## src/rtl/rrbc_pkg.sv

```systemverilog
`default_nettype none
// ----------------------------------------------------------------------------
// rrbc_pkg
// Shared types and constants of the cartridge ROM/RAM bank controller.
// ----------------------------------------------------------------------------
package rrbc_pkg;

	localparam int ADDR_W     = 16;
	localparam int BYTE_W     = 8;
	localparam int CART_W     = 8;
	localparam int COUNT_W    = 10;
	localparam int CFG_IDX_W  = 8;
	localparam int CFG_DATA_W = 10;
	localparam int ROM_BANK_W = 7;
	localparam int RAM_BANK_W = 2;
	localparam int ROM_OFS_W  = 21;
	localparam int RAM_OFS_W  = 15;

	// configuration register indexes
	localparam logic [CFG_IDX_W-1:0] CFG_CART_TYPE  = 8'd0;
	localparam logic [CFG_IDX_W-1:0] CFG_BANK_COUNT = 8'd1;

	// controller -> datapath
	typedef struct packed {
		logic load;
		logic step;
		logic commit;
	} dp_cmd_t;

	// datapath -> controller
	typedef struct packed {
		logic calc_done;
		logic out_free;
	} dp_sts_t;

endpackage : rrbc_pkg
`default_nettype wire

```

## src/rtl/rom_ram_bank_controller_unit.sv

```systemverilog
`default_nettype none
// ----------------------------------------------------------------------------
// rom_ram_bank_controller_unit
// Cartridge bank controller: CPU writes in, current bank mapping out.
// ----------------------------------------------------------------------------
// Input channel: one beat per CPU write (write_address, write_byte), taken
// when in_valid is high and in_stall low. Every beat yields exactly one
// result beat with the mapping after that write, ignored writes included.
// Configuration: cfg_valid/cfg_ready carry cfg_index (0 cartridge type,
// 1 ROM bank count) and cfg_data; cfg_ready is always high.
// Sequence: a ROM bank write runs accept, two remainder steps of four bits
// each, then commit before the next acceptance; any other write passes the
// calc state once and goes on to commit. The result appears on the output
// register the cycle after commit. One write is in flight at a time; a new
// beat is taken while the previous result still waits at the output.
// Reset: arst_n clears bank state to ROM bank 1, RAM bank 0, RAM off,
// mode 0; cartridge type 1, bank count 2; no result pending.
// Stall: a stalled result holds; the controller waits at commit until the
// output register frees up, and in_stall stays high meanwhile.
// ----------------------------------------------------------------------------
module rom_ram_bank_controller_unit
	import rrbc_pkg::*;
(
	input  wire logic                  clk,
	input  wire logic                  arst_n,
	input  wire logic                  cfg_valid,
	output logic                       cfg_ready,
	input  wire logic [CFG_IDX_W-1:0]  cfg_index,
	input  wire logic [CFG_DATA_W-1:0] cfg_data,
	input  wire logic                  in_valid,
	output logic                       in_stall,
	input  wire logic [ADDR_W-1:0]     write_address,
	input  wire logic [BYTE_W-1:0]     write_byte,
	output logic                       out_valid,
	input  wire logic                  out_stall,
	output logic [ROM_BANK_W-1:0]      current_rom_bank,
	output logic [ROM_OFS_W-1:0]       rom_byte_offset,
	output logic [RAM_BANK_W-1:0]      current_ram_bank,
	output logic [RAM_OFS_W-1:0]       ram_byte_offset,
	output logic                       ram_on,
	output logic                       bank_mode
);

	dp_cmd_t cmd;
	dp_sts_t sts;

	assign cfg_ready = 1'b1;

	rrbc_ctrl u_ctrl (
		.clk      (clk),
		.arst_n   (arst_n),
		.in_valid (in_valid),
		.in_stall (in_stall),
		.cmd      (cmd),
		.sts      (sts)
	);

	rrbc_dp u_dp (
		.clk              (clk),
		.arst_n           (arst_n),
		.cfg_valid        (cfg_valid),
		.cfg_index        (cfg_index),
		.cfg_data         (cfg_data),
		.write_address    (write_address),
		.write_byte       (write_byte),
		.out_stall        (out_stall),
		.out_valid        (out_valid),
		.current_rom_bank (current_rom_bank),
		.rom_byte_offset  (rom_byte_offset),
		.current_ram_bank (current_ram_bank),
		.ram_byte_offset  (ram_byte_offset),
		.ram_on           (ram_on),
		.bank_mode        (bank_mode),
		.cmd              (cmd),
		.sts              (sts)
	);

endmodule : rom_ram_bank_controller_unit
`default_nettype wire

```

## src/rtl/rrbc_ctrl.sv

```systemverilog
`default_nettype none
// ----------------------------------------------------------------------------
// rrbc_ctrl
// Sequencer: accept a write beat, run the bank wrap, commit the result.
// ----------------------------------------------------------------------------
module rrbc_ctrl
	import rrbc_pkg::*;
(
	input  wire logic    clk,
	input  wire logic    arst_n,
	input  wire logic    in_valid,
	output logic         in_stall,
	output dp_cmd_t      cmd,
	input  wire dp_sts_t sts
);

	typedef enum logic [1:0] {
		ST_IDLE,
		ST_CALC,
		ST_COMMIT
	} state_t;

	state_t state_q;
	logic   stall_q;

	always_comb begin
		cmd.load   = (state_q == ST_IDLE) && in_valid;
		cmd.step   = (state_q == ST_CALC);
		cmd.commit = (state_q == ST_COMMIT) && sts.out_free;
	end

	assign in_stall = stall_q;

	always_ff @(posedge clk or negedge arst_n) begin
		if (!arst_n) begin
			state_q <= ST_IDLE;
			stall_q <= 1'b0;
		end else begin
			case (state_q)
				ST_IDLE: begin
					if (in_valid) begin
						state_q <= ST_CALC;
						stall_q <= 1'b1;
					end
				end
				ST_CALC: begin
					if (sts.calc_done) state_q <= ST_COMMIT;
				end
				ST_COMMIT: begin
					// hold until the output register is free
					if (sts.out_free) begin
						state_q <= ST_IDLE;
						stall_q <= 1'b0;
					end
				end
				default: begin
					state_q <= ST_IDLE;
					stall_q <= 1'b0;
				end
			endcase
		end
	end

endmodule : rrbc_ctrl
`default_nettype wire

```

## src/rtl/rrbc_dp.sv

```systemverilog
`default_nettype none
// ----------------------------------------------------------------------------
// rrbc_dp
// Datapath: configuration, write decode, radix-16 remainder unit for the
// ROM bank wrap, bank-control state and the output register.
// ----------------------------------------------------------------------------
module rrbc_dp
	import rrbc_pkg::*;
(
	input  wire logic                  clk,
	input  wire logic                  arst_n,
	input  wire logic                  cfg_valid,
	input  wire logic [CFG_IDX_W-1:0]  cfg_index,
	input  wire logic [CFG_DATA_W-1:0] cfg_data,
	input  wire logic [ADDR_W-1:0]     write_address,
	input  wire logic [BYTE_W-1:0]     write_byte,
	input  wire logic                  out_stall,
	output logic                       out_valid,
	output logic [ROM_BANK_W-1:0]      current_rom_bank,
	output logic [ROM_OFS_W-1:0]       rom_byte_offset,
	output logic [RAM_BANK_W-1:0]      current_ram_bank,
	output logic [RAM_OFS_W-1:0]       ram_byte_offset,
	output logic                       ram_on,
	output logic                       bank_mode,
	input  wire dp_cmd_t               cmd,
	output dp_sts_t                    sts
);

	localparam int NUM_W   = 8;
	localparam int RADIX_W = 4;
	localparam int STEPS   = NUM_W / RADIX_W;
	localparam int STEP_W  = (STEPS > 1) ? $clog2(STEPS) : 1;
	localparam logic [STEP_W-1:0] LAST_STEP = STEP_W'(STEPS - 1);

	typedef enum logic [2:0] {
		OP_NONE,
		OP_RAM_EN,
		OP_ROM_BANK,
		OP_RAM_BANK,
		OP_MODE
	} op_t;

	logic [CART_W-1:0]     cart_type_q;
	logic [COUNT_W-1:0]    bank_count_q;
	logic [ROM_BANK_W-1:0] rom_bank_q;
	logic [RAM_BANK_W-1:0] ram_bank_q;
	logic                  ram_en_q;
	logic                  mode_q;

	op_t                   op_q;
	logic [BYTE_W-1:0]     byte_q;
	logic [NUM_W-1:0]      num_q;
	logic [COUNT_W-1:0]    rem_q;
	logic [STEP_W-1:0]     step_q;
	logic                  out_valid_q;

	op_t                   op_dec;
	logic [NUM_W-1:0]      num_dec;
	logic [COUNT_W-1:0]    divisor;
	logic [COUNT_W-1:0]    rem_nxt;
	logic [ROM_BANK_W-1:0] rom_nxt;
	logic [RAM_BANK_W-1:0] ram_nxt;
	logic                  ram_en_nxt;
	logic                  mode_nxt;

	// configuration registers
	always_ff @(posedge clk or negedge arst_n) begin
		if (!arst_n) begin
			cart_type_q  <= CART_W'(1);
			bank_count_q <= COUNT_W'(2);
		end else if (cfg_valid) begin
			case (cfg_index)
				CFG_CART_TYPE:  cart_type_q  <= cfg_data[CART_W-1:0];
				CFG_BANK_COUNT: bank_count_q <= cfg_data[COUNT_W-1:0];
				default: ;
			endcase
		end
	end

	// write decode
	always_comb begin
		op_dec  = OP_NONE;
		num_dec = {3'b000, write_byte[4:0]};
		if (!write_address[15]) begin
			if (cart_type_q inside {[8'd1:8'd3]}) begin
				case (write_address[14:13])
					2'd0: op_dec = OP_RAM_EN;
					2'd1: op_dec = OP_ROM_BANK;
					2'd2: begin
						if (!mode_q) begin
							op_dec  = OP_ROM_BANK;
							num_dec = {1'b0, write_byte[1:0], rom_bank_q[4:0]};
						end else begin
							op_dec = OP_RAM_BANK;
						end
					end
					default: op_dec = OP_MODE;
				endcase
			end else if (cart_type_q inside {8'd5, 8'd6}) begin
				if (write_address[14:8] == 7'h21) op_dec = OP_ROM_BANK;
			end
		end
	end

	// a zero bank count behaves as one
	assign divisor = (bank_count_q == '0) ? COUNT_W'(1) : bank_count_q;

	// restoring remainder, RADIX_W numerator bits a cycle
	always_comb begin
		logic [COUNT_W:0]   part;
		logic [COUNT_W-1:0] r;
		r    = rem_q;
		part = '0;
		for (int k = 0; k < RADIX_W; k++) begin
			part = {r, num_q[NUM_W-1-k]};
			if (part >= {1'b0, divisor}) part = part - {1'b0, divisor};
			r = part[COUNT_W-1:0];
		end
		rem_nxt = r;
	end

	always_ff @(posedge clk) begin
		if (cmd.load) begin
			op_q   <= op_dec;
			byte_q <= write_byte;
			num_q  <= num_dec;
			rem_q  <= '0;
			step_q <= '0;
		end else if (cmd.step) begin
			num_q  <= num_q << RADIX_W;
			rem_q  <= rem_nxt;
			step_q <= step_q + STEP_W'(1);
		end
	end

	// next bank-control state
	always_comb begin
		rom_nxt    = rom_bank_q;
		ram_nxt    = ram_bank_q;
		ram_en_nxt = ram_en_q;
		mode_nxt   = mode_q;
		case (op_q)
			OP_RAM_EN:   ram_en_nxt = (byte_q[3:0] == 4'hA);
			OP_ROM_BANK: rom_nxt = (rem_q == '0) ? ROM_BANK_W'(1) : rem_q[ROM_BANK_W-1:0];
			OP_RAM_BANK: ram_nxt = byte_q[RAM_BANK_W-1:0];
			OP_MODE:     mode_nxt = byte_q[0];
			default: ;
		endcase
	end

	always_ff @(posedge clk or negedge arst_n) begin
		if (!arst_n) begin
			rom_bank_q  <= ROM_BANK_W'(1);
			ram_bank_q  <= '0;
			ram_en_q    <= 1'b0;
			mode_q      <= 1'b0;
			out_valid_q <= 1'b0;
		end else begin
			if (cmd.commit) begin
				rom_bank_q  <= rom_nxt;
				ram_bank_q  <= ram_nxt;
				ram_en_q    <= ram_en_nxt;
				mode_q      <= mode_nxt;
				out_valid_q <= 1'b1;
			end else if (!out_stall) begin
				out_valid_q <= 1'b0;
			end
		end
	end

	// result payload
	always_ff @(posedge clk) begin
		if (cmd.commit) begin
			current_rom_bank <= rom_nxt;
			rom_byte_offset  <= {rom_nxt - ROM_BANK_W'(1), 14'b0};
			current_ram_bank <= ram_nxt;
			ram_byte_offset  <= {ram_nxt, 13'b0};
			ram_on           <= ram_en_nxt;
			bank_mode        <= mode_nxt;
		end
	end

	assign out_valid     = out_valid_q;
	assign sts.out_free  = !out_valid_q || !out_stall;
	assign sts.calc_done = (op_q != OP_ROM_BANK) || (step_q == LAST_STEP);

endmodule : rrbc_dp
`default_nettype wire

```

## config.mk

```make
export PLATFORM = sky130hd
export DESIGN_NAME = rom_ram_bank_controller_unit
export DESIGN_NICKNAME = d
export VERILOG_FILES = /design/src/rtl/rrbc_pkg.sv /design/src/rtl/rom_ram_bank_controller_unit.sv /design/src/rtl/rrbc_ctrl.sv /design/src/rtl/rrbc_dp.sv
export SDC_FILE = /design/constraint.sdc
export NUM_CORES = 1
export LEC_CHECK = 0
export BUFFER_PORTS_ARGS = -buffer_cell sky130_fd_sc_hd__buf_4
export CAP_MARGIN = 20
export CORE_ASPECT_RATIO = 1.1
export CORE_MARGIN = 3
export CORE_UTILIZATION = 58
export DETAILED_ROUTE_END_ITERATION = 8
export PLACE_DENSITY = 0.82
export SKIP_CTS_REPAIR_TIMING = 1
export SYNTH_ARGS = -nofsm -noshare
export SYNTH_HDL_FRONTEND = slang
export SYNTH_HIERARCHICAL = 1
export SYNTH_SLANG_ARGS = --single-unit
```

## constraint.sdc

```tcl
create_clock -name clk -period 9.2 [get_ports clk]
set_clock_uncertainty 0.15 [all_clocks]
set_input_delay 0.92 -clock clk [delete_from_list [all_inputs] [get_ports clk]]
set_output_delay 0.92 -clock clk [all_outputs]
set_load 0.005 [all_outputs]
```

Word level (Yosys, flattened, before mapping)
Index checks and enable logic that the tools add are counted.
Storage, ports and cells
  RAM bits: 0
  memories kept: 0
  input bits: 47
  ROM bits: 0
  flip-flop bits (word level): 77
  bits in latches: 0
Cells by class
  multiply operators: 0
  bitwise logic cells: 1
  magnitude comparators: 6
  shift-type cells: 0
  muxes and demuxes: 30
  reductions and logical operators: 18
  divide/modulo/power cells: 0
  equality and inequality tests: 18
  add/subtract/negate cells: 6
Operators with widths (number)
  two-way mux 10 bit: 5
  >= comparator 11 x 10 -> 1 bit: 4
  subtractor 10 bit: 4
  two-way mux 8 bit: 4
  two-way mux 7 bit: 4
  logical NOT 10 bit: 2
  equality test 8 x 3 -> 1 bit, second input constant: 2
  two-way mux 2 bit: 5
  one-hot mux 3 bit (3 select lines): 1
  equality test 8 x 1 -> 1 bit, second input constant: 1
  >= comparator 8 x 1 -> 1 bit, second input constant: 1
  <= comparator 8 x 2 -> 1 bit, second input constant: 1
  logical NOT 8 bit: 1
  equality test 7 x 6 -> 1 bit, second input constant: 1
  two-way mux 1 bit: 7
  subtractor 7 x 1 -> 7 bit, second input constant: 1
  equality test 3 x 2 -> 1 bit, second input constant: 2
  two-way mux 3 bit: 2
  != test 2 x 1 -> 1 bit, second input constant: 3
  one-hot mux 2 bit (3 select lines): 1
  AND reduction 3 bit: 2
  equality test 2 x 1 -> 1 bit, second input constant: 2
  equality test 2 bit, second input constant: 2
  equality test 4 bit, second input constant: 1
  13 further kinds: 20

Depth between registers and ports, before layout
  depth in word-level cells: 10
  mapped depth: 40

By module
Netlist, hierarchy kept.
By module, submodules not included
  rrbc_dp: area an instance 5667.9 um2, sequential area each 1965.6 um2, cells each 594, instances 1
  rrbc_ctrl: area an instance 150.1 um2, sequential area each 75.1 um2, cells each 16, instances 1
  rom_ram_bank_controller_unit: area an instance 11.3 um2, sequential area each 0.0 um2, cells each 2, instances 1

Worst setup path before layout
OpenSTA, ideal clock, no wires.
  path kind: register to register
  from: register u_dp.bank_count_q[1]
  to: register u_dp.rem_q[3]
  arrival time: 8268 ps
  stages on the path, launching flop included: 37
  slack: 660 ps
  library setup time: 122 ps
  buffers on the path: 2
  data required time: 8928 ps
  cells stage by stage: dfstp_2 > nor3_1 > a41o_1 > ha_1 > nor2b_1 > o31ai_2 > a2111o_1 > nand2_1 > o21ai_0 > o21ai_0 > inv_1 > ha_1 > or4_1 > o22a_2 > a311oi_2 > o21ai_2 > buf_6 > o21a_1 > ha_1 > nor2b_1 > o31a_1 > o31ai_1 > a31oi_1 > nor4_4 > mux2i_4 > buf_4 > o21a_1 > ha_1 > nor2b_1 > o21a_1 > o21ai_0 > a21oi_1 > o31ai_1 > a31oi_1 > nor2_1 > nand2_1 > o311a_1
Between the ends
  cells in the longest elaborated chain, start to end: 10
  elaborated cells between the ends (all ways): 14
Ends and longest elaborated chain
  start, declared: RTL line rrbc_dp.sv:44  | logic [COUNT_W-1:0] bank_count_q;
  start signal, assigned: RTL line rrbc_dp.sv:74  | CFG_BANK_COUNT: bank_count_q <= cfg_data[COUNT_W-1:0];
  logical NOT 10 bit: RTL line rrbc_dp.sv:106  | assign divisor = (bank_count_q == '0) ? COUNT_W'(1) : bank_count_q;
  two-way mux 10 bit (*): RTL line rrbc_dp.sv:106
  subtractor 10 bit / >= comparator 11 x 10 -> 1 bit (equally long branches): RTL line rrbc_dp.sv:116  | if (part >= {1'b0, divisor}) part = part - {1'b0, divisor};
  two-way mux 10 bit: RTL line rrbc_dp.sv:116
  subtractor 10 bit / >= comparator 11 x 10 -> 1 bit (equally long branches): RTL line rrbc_dp.sv:116
  two-way mux 10 bit: RTL line rrbc_dp.sv:116
  subtractor 10 bit / >= comparator 11 x 10 -> 1 bit (equally long branches): RTL line rrbc_dp.sv:116
  two-way mux 10 bit: RTL line rrbc_dp.sv:116
  subtractor 10 bit / >= comparator 11 x 10 -> 1 bit (equally long branches): RTL line rrbc_dp.sv:116
  two-way mux 10 bit (*): RTL line rrbc_dp.sv:116
  end signal, assigned: RTL line rrbc_dp.sv:131  | rem_q <= rem_nxt;
  end, declared: RTL line rrbc_dp.sv:53  | logic [COUNT_W-1:0] rem_q;
Every way passes the cells marked *; elsewhere a longest branch is shown, timed or not.
A chain may end at the register's enable or synchronous reset.

Worst setup path in the final report
  from: register u_dp.bank_count_q[6]
  to: register u_dp.rem_q[5]
Same word-level chain as after synthesis.

==> run metrics <==
Worst Path Buf+Inv 6; top_reg_cell synth edfxtp_1; met3 WL 962 microns; startpoint types flop; register bit total from synthesis 77; fill count 736; H-tree Lvls 3; Worst-Margin Slew 0.6721 ns; FF-to-FF setup slack 0.45 ns; antenna violations before repair 0; routed via count 5017; fin crit period 8.748 ns; CP top delay family compound AO/OA/AOI/OAI gates; # DRC 0; Fmax 114.3 MHz; WL met1 5.966 mm; Area Growth Syn to Fin 17.04%; antenna-violating nets left 0; Final Max Tran Viols 0; global-route wire length before repair 23.76 mm; clk slew on worst S/H paths 0.09 ns; Crit path largest cell delay 0.42 ns; final setup fails 0; largest net degree at the start of global routing 37; Slew HR 0.5503; Seq/Total Area, Yosys 0.3501; Crit Reg-Reg Endpoint u_dp/rem_q[5]; # clock sinks 77; outcome finished, final reports clean; layout cells sized above 1 0.2597; drt first-iter violations 369; number of cell rows 37; starting density of the core 0.6083; Worst Setup Path Type reg -> reg; Critical Path RT 9.32 ns; RSZ-0062 raised after global routing false; Mapped Cells 612; met2 routed WL 7.060 mm; Cell variety after synth 73; clock buffer depth 2; Worst Setup End Kind flop; io pins 97; Slowest-stage cell, CP a31oi_1; CTS tree built; gr usage total 0.2646; final hold viol count 0; chip height 111.1 microns; Avg Cell Area, Syn 9.525 sq um; CP dominant cell by count buf_4; Total Nets Final 811; clk_lat worst skew 0.36 ns; GR Overflow Total 0; CTS buffer count 9; r2r worst-path depth 36; Placer Congestion 1.002; r2r startpoint u_dp/bank_count_q[6]; critical path data arrival time 8.87 ns; full die area 11290 sq um; Async S/R FF share, synth 0.4286; Post-Syn Area 5829 sq um; number of synthesized flops with an enable pin 33; Yosys warning total 6; Root Buffer clkbuf_8; die span in x 101.6 microns; DP HPWL 11.47 mm; vias in the first global route 5045; PortBufs 57; drt total wl 14.54 mm; router iterations before antenna repair 5; Critical Path Fanout Max 7; vias per cell 5.994; period utilization 0.9509; Max Cap Violations 0; TNS Setup 0 ns; ant diodes 0; Hold Path Class in -> async; core area 9583 sq um; max layer used met4; per-cell routed wire length 17.37 microns
[flip-flops by register name, indices dropped and copies added, names as in the netlist, 2 cells and up]
name,count
u_dp/op_q,3
u_dp/byte_q,4
u_dp/num_q,8
u_ctrl/state_q,2
u_dp/current_rom_bank,7
u_dp/rom_byte_offset,7
u_dp/bank_count_q,10
u_dp/cart_type_q,8
u_dp/current_ram_bank,2
u_dp/rem_q,10
u_dp/rom_bank_q,7
u_dp/ram_bank_q,2
[Yosys cell counts, types with 3 or more instances]
library cell,n,share of area
nor2_1,52,0.033
edfxtp_1,33,0.17
fa_1,4,0.014
buf_4,31,0.040
o31a_1,4,0.0060
nand2_1,30,0.019
nor3b_1,5,0.0064
dfstp_2,3,0.014
o21ai_0,25,0.021
or3_1,3,0.0032
dfrtp_1,30,0.13
o211ai_1,4,0.0052
inv_1,50,0.032
nor2b_1,14,0.015
o22ai_1,6,0.0064
dfxtp_1,11,0.038
o21ai_1,3,0.0026
a311oi_1,6,0.0090
nand4_1,8,0.0086
nand3_1,12,0.010
nor3_1,12,0.010
or2_2,6,0.0064
ha_1,45,0.097
nor4_1,10,0.011
xnor2_1,16,0.024
mux2_2,32,0.062
and2_1,3,0.0032
a21o_1,3,0.0039
xor2_1,8,0.012
and3_1,4,0.0043
o31ai_1,6,0.0077
clkbuf_1,8,0.0052
nand2b_1,7,0.0075
a31oi_1,5,0.0054
mux2i_1,20,0.034
o21a_1,10,0.013
a211oi_1,3,0.0039
a21oi_1,38,0.033
[cell families (layout without fill, tap and decap cells)]
| logic type | count (synthesis) | after routing | share of synthesized area |
|---|---|---|---|
| AND/OR/NAND/NOR | 176 | 176 | 0.1558 |
| adder cells (fa/ha/maj) | 49 | 49 | 0.1103 |
| multiplexers | 56 | 56 | 0.1075 |
| other | 2 | 28 | 0.001288 |
| AO/OA/AOI/OAI | 137 | 137 | 0.1590 |
| flip-flops | 77 | 77 | 0.3501 |
| buffers and inverters | 91 | 173 | 0.07984 |
| XOR/XNOR | 24 | 24 | 0.03606 |
[routing by layer]
layer  GRT usage  vias up
met2      0.4332      201
met3     0.05349       49
li1            -     2382
met4      0.1108        0
met1      0.3366     2385
met5           0        -
[final cells by class]
type	count	area [sq um]	share of cell area
Multi-Input combinational cell	470	3463	0.5076
Tap cell	117	146.4	0.02146
Inverter	50	187.7	0.02751
Timing Repair Buffer	107	803.3	0.1177
Clock inverter	7	57.56	0.008436
Clock buffer	9	123.9	0.01816
Sequential cell	77	2041	0.2991
[through the flow]
step / util / std cells / hold WS (ns) / instance area [sq um] / setup slack, ns
after detailed placement: 0.6894 / 821 / 0.3543 / 6606 / 0.3410
after global routing: 0.7120 / 837 / 0.3592 / 6823 / 0.01974
after CTS: 0.7083 / 837 / 0.3510 / 6788 / 0.3086
final: 0.7120 / 837 / 0.3469 / 6823 / 0.4516
after floorplan: - / 638 / 0.3168 / 5927 / 0.6599
after global placement: 0.6894 / 821 / 0.3324 / 6606 / 0.5166
[worst max-delay path by stage]
stage	cells after the start	slack (ns)	end	from
6_report	36	0.45	u_dp/rem_q[5]	u_dp/bank_count_q[6]
2_1_floorplan	36	0.66	u_dp/rem_q[3]	u_dp/bank_count_q[1]
3_3_place_gp	37	0.52	u_dp/rem_q[6]	u_dp/bank_count_q[1]
3_5_place_dp	37	0.34	u_dp/rem_q[6]	u_dp/bank_count_q[1]
5_1_grt	36	0.02	u_dp/rem_q[6]	u_dp/bank_count_q[6]
4_1_cts	37	0.31	u_dp/rem_q[6]	u_dp/bank_count_q[1]
[placed cells by master, fill, tap and decap left out, types with 13 or more instances in the layout]
cell	Yosys	routed
o21ai_0	25	23
nor2_1	52	51
buf_4	31	107
ha_1	45	45
conb_1	2	28
dfrtp_1	30	30
mux2_2	32	32
a21oi_1	38	38
mux2i_1	20	19
inv_1	50	50
edfxtp_1	33	33
nand2_1	30	29
xnor2_1	16	16
nor2b_1	14	13
[worst register-to-register path: cells and delay by family (launching register included)]
kind,cells,cell delay (ns)
AO/OA/AOI/OAI,15,3.34
adder cells (fa/ha/maj),5,1.71
buffers and inverters,6,0.98
flip-flops,1,0.40
multiplexers,3,0.84
AND/OR/NAND/NOR,7,1.26
Power is not shown: default switching activity piles up to over one toggle a cycle in this logic, so the estimate is an artifact.
